File: config.mk
export PLATFORM = sky130hd
export DESIGN_NAME = wwsf_col_cell
export DESIGN_NICKNAME = d
export VERILOG_FILES = /design/src/wwsf_pkg.sv /design/src/wwsf_col_cell.sv
export SDC_FILE = /design/constraint.sdc
export NUM_CORES = 1
export LEC_CHECK = 0
export BUFFER_PORTS_ARGS = -buffer_cell sky130_fd_sc_hd__buf_2
export CORE_ASPECT_RATIO = 0.8
export CORE_MARGIN = 1.5
export CORE_UTILIZATION = 40
export DETAILED_ROUTE_END_ITERATION = 8
export HOLD_SLACK_MARGIN = 0.15
export PLACE_DENSITY = 0.86
export SETUP_SLACK_MARGIN = 0.4
export SLEW_MARGIN = 20
export SYNTH_ARGS = -nofsm -noshare
export SYNTH_HDL_FRONTEND = slang
export SYNTH_SLANG_ARGS = --single-unit
File: constraint.sdc
create_clock -name aclk -period 0.8 [get_ports aclk]
set_clock_uncertainty 0.2 [all_clocks]
set_input_delay 0.08 -clock aclk [delete_from_list [all_inputs] [get_ports aclk]]
set_output_delay 0.08 -clock aclk [all_outputs]
set_load 0.005 [all_outputs]
File: src/wwsf_pkg.sv
// ----------------------------------------------------------------------------
// wwsf_pkg
// Shared types and constants of the weighted window sum filter.
// ----------------------------------------------------------------------------
package wwsf_pkg;

    localparam int MAX_COLS  = 1024;
    localparam int MAX_HALF  = 3;
    localparam int LINES     = 2 * MAX_HALF + 1;
    localparam int CELLS     = 2 * MAX_HALF + 1;
    localparam int COL_W     = $clog2(MAX_COLS);
    localparam int BANK_W    = $clog2(LINES);
    localparam int ROW_W     = 16;
    localparam int COLS_W    = 11;
    localparam int HALF_W    = 2;
    localparam int PIX_W     = 8;
    localparam int COLSUM_W  = $clog2(LINES * 255 + 1);
    localparam int SUM_W     = 14;
    localparam int CFG_IDX_W = 2;
    localparam int CFG_DAT_W = 16;

    localparam logic [CFG_IDX_W-1:0] REG_IMAGE_ROWS = 2'd0;
    localparam logic [CFG_IDX_W-1:0] REG_IMAGE_COLS = 2'd1;
    localparam logic [CFG_IDX_W-1:0] REG_HALF_ROWS  = 2'd2;
    localparam logic [CFG_IDX_W-1:0] REG_HALF_COLS  = 2'd3;

    typedef struct packed {
        logic [7:0]  pixel;
        logic [16:0] weight;
    } s_req_t;

    typedef struct packed {
        logic [SUM_W-1:0] window_sum;
        logic [ROW_W-1:0] out_row;
        logic [COL_W-1:0] out_col;
        logic             last;
    } m_req_t;

    // column sums of one column, one per output row offset
    typedef logic [MAX_HALF:0][COLSUM_W-1:0] colsum_t;

    typedef logic [LINES-1:0][PIX_W-1:0] line_taps_t;

endpackage

File: src/wwsf_col_cell.sv
// ----------------------------------------------------------------------------
// wwsf_col_cell
// One cell of the column sum chain: holds the sums of one column.
// ----------------------------------------------------------------------------
module wwsf_col_cell
    import wwsf_pkg::*;
(
    input  logic    aclk,
    input  logic    shift_en,
    input  colsum_t d_in,
    output colsum_t q_reg
);

    always_ff @(posedge aclk) begin
        if (shift_en) begin
            q_reg <= d_in;
        end
    end

endmodule

# After elaboration in Yosys (flattened, before gate mapping)
# Index checks and enable logic that the tools add are counted.
totals:
  ff_bits: 44
  in_bits: 46
  output_inout_bits: 44
  word_cells: 4

# Logic depth before layout (Yosys ltp)
logic_depth:
  ltp_word: 0
  depth_mapped: 0

# Worst setup path before layout
# Ideal clock, no wire load.
synth_timing:
  path_type: "register -> output"
  start: "register q_reg[0] (netlist name)"
  end: "output port q_reg[0] (netlist name)"
  arrival_ns: 0.355
  slack_ns: 0.165
  stages_incl_launch_ff: 1
  path_buffers: 0
  cell_sequence: "edfxtp_1"
synth_rtl:
  columns: ["element", "line_no", "text"]
  rows:
  - ["start: declaration", "wwsf_col_cell.sv:11", "output colsum_t q_reg"]
  - ["start signal: assignment", "wwsf_col_cell.sv:16", "q_reg <= d_in;"]
# No word-level cell between the ends.

# Worst setup path in the final report
layout_timing:
  start: "register q_reg[36] (netlist name)"
  end: "output port q_reg[36] (netlist name)"
# No word-level cell between the ends.

==> impl_metrics.env <==
export IMPL_yosys_warnings=0
export IMPL_path_delay_family="flip-flops"
export IMPL_antenna_found_initial=0
export IMPL_post_route_util_pct=67.8
export IMPL_die_h_um=54.4
export IMPL_slowest_delay_ns=0.41
export IMPL_dieArea_mm2=0.00366
export IMPL_regArea_mm2=0.00132
export IMPL_synth_edff_count=44
export IMPL_nets=195
export IMPL_areaGrowthSynthToFinish_pct=59.5
export IMPL_maxCapViolCount=0
export IMPL_fin_ws_ns=-0.324
export IMPL_crit_path_start="q_reg[36]"
export IMPL_async_flop_share_pct=0
export IMPL_slew_violations=0
export IMPL_numCtsBuffers=5
export IMPL_cts_clk_slew_worst_paths_ns=0.08
export IMPL_p_comb_share_pct=10.6
export IMPL_multi_input_gates=0
export IMPL_initial_utilization_pct=42.5
export IMPL_multi_input_area_um2=0
export IMPL_swShare_pct=20.2
export IMPL_critical_path_class="register to primary output"
export IMPL_dpl_cell_area_mm2=0.00186
export IMPL_overflow=0
export IMPL_wl_um=3250
export IMPL_antennaDiodeCount=0
export IMPL_synth_most_common_cell="edfxtp_1"
export IMPL_tightest_slew_ns=0.101
export IMPL_core_mm2=0.00311
export IMPL_power_frac_seq_pct=61.5
export IMPL_largest_reg_flops=44
export IMPL_drt_iter0_markers=69
export IMPL_rsz0062_at_grt="true"
export IMPL_drcViolationCount=0
export IMPL_drt_pass1_iter_count=4
export IMPL_netlist_area_mm2=0.00132
export IMPL_num_vias=857
export IMPL_post_synth_num_cell_types=1
export IMPL_violations="hold timing, setup timing"
export IMPL_leakage_nw=0.923
export IMPL_clkPwrFrac_pct=27.9
export IMPL_cts_root_buffer="clkbuf_8"
export IMPL_arrival_ns=0.84
export IMPL_routedWlPerCell_um=17.1
export IMPL_final_antenna_net_count=0
export IMPL_syn_nets=90
export IMPL_synth_area_leaders="edfxtp_1 100%"
export IMPL_grt_pass1_vias=814
export IMPL_gp_congestion=0.697
export IMPL_avgSynthCellArea_um2=30.0
export IMPL_fmax_mhz=889
export IMPL_synth_top_area_share_pct=100
export IMPL_clock_sinks=44
export IMPL_start_kind="register"
export IMPL_crit_chain="buf_2"
export IMPL_cts_tree="done"
export IMPL_ys_seq_area_share_pct=100
export IMPL_synth_commonest_cells="44 x edfxtp_1"
export IMPL_grt_pass1_wl_um=4220
export IMPL_ys_seq_elements=44
export IMPL_required_ns=0.52
export IMPL_setup_viol_count_final=44
export IMPL_grt_max_degree=14
export IMPL_fin_area_mm2=0.00211
export IMPL_power_w=0.00453
export IMPL_buffer_ports_inserted=89
export IMPL_fin_crit_sh_pct=141
export IMPL_max_slew_margin_rel_pct=93.3
export IMPL_crit_fanout=1
export IMPL_synth_ff_type="edfxtp_1"
export IMPL_hold_viol=44
export IMPL_holdWs_ns=-0.234
export IMPL_drive_gt1_share_pct=70.0
export IMPL_dieWidth_um=67.3
export IMPL_min_path_type="input pin to register"
export IMPL_internal_power_w=0.00362
export IMPL_irDropWorstVdd_mv=0.942
export IMPL_status="complete, but fails checks"
export IMPL_p_switching_w=0.000916
export IMPL_grt_total_usage_pct=17.7
export IMPL_routed_via_density=4.51
export IMPL_num_fill_cells=202
export IMPL_hp_start="d_in[31]"
export IMPL_yosysTopAreaCell="edfxtp_1"
export IMPL_powerDensity_mw_per_mm2=2150
export IMPL_htreeDepth=2
export IMPL_post_place_ws_ns=-0.128
export IMPL_clk_path_buf_depth=2
export IMPL_crit_slowest_cell="edfxtp_1"
export IMPL_endpoint_kind="primary output"
export IMPL_path_buf_inv=1
export IMPL_layout_min_cycle_time_ns=1.12
export IMPL_ioPinCount=90
export IMPL_synth_cells=44
export IMPL_rows=18
-- power by group through the flow --
stage / clock network (W) / logic, W / registers, W
CTS: 0.00127 / 0.000469 / 0.00279
global placement: 0 / 0.000363 / 0.00282
finish: 0.00127 / 0.000479 / 0.00279
floorplan: 0 / 0 / 0.00286
detailed placement: 0 / 0.000378 / 0.00284
global route: 0.00135 / 0.000517 / 0.00280
-- what timing repair did --
item | 4_1_cts | 5_1_grt
pin swaps | 0 | 0
endpoints found under the setup margin | 88 | 88
endpoints found under the hold margin | 88 | 88
gates resized for setup | 8 | 2
buffers inserted | 1 | 2
gates cloned | 4 | 0
-- through the flow --
stage,cells,TNS (ns)
5_1_grt,190,-13.10
3_5_place_dp,175,-4.83
4_1_cts,188,-11.91
2_1_floorplan,44,0
6_report,190,-11.80
3_3_place_gp,175,-4.32
-- cell type report --
type                    count  share of cell area [%]
flip-flops and latches     44                    62.7
repair buffers             98                    31.0
clock buffers               5                    3.27
well taps                  40                    2.38
clock inverters             3                   0.653
-- cells in the final DEF, fill, tap and decap left out --
master and n:
buf_2 88, buf_16 4, clkbuf_8 5, buf_6 2
edfxtp_1 44, clkinv_2 2, buf_12 4, clkinv_1 1
-- kinds of logic after synthesis --
kind of cell,synth area share (%)
DFF,100
-- metal layers --
layer	wire length [µm]	track usage, %
met3	380	7.82
met1	1050	16.7
met5	0	0
met2	1730	33.0
met4	87	8.84
-- path summary, 6_finish.rpt --
path,end,cells after the start
max,q_reg[36],1
min,q_reg[31],1
Power figures use the tool's default switching activity.
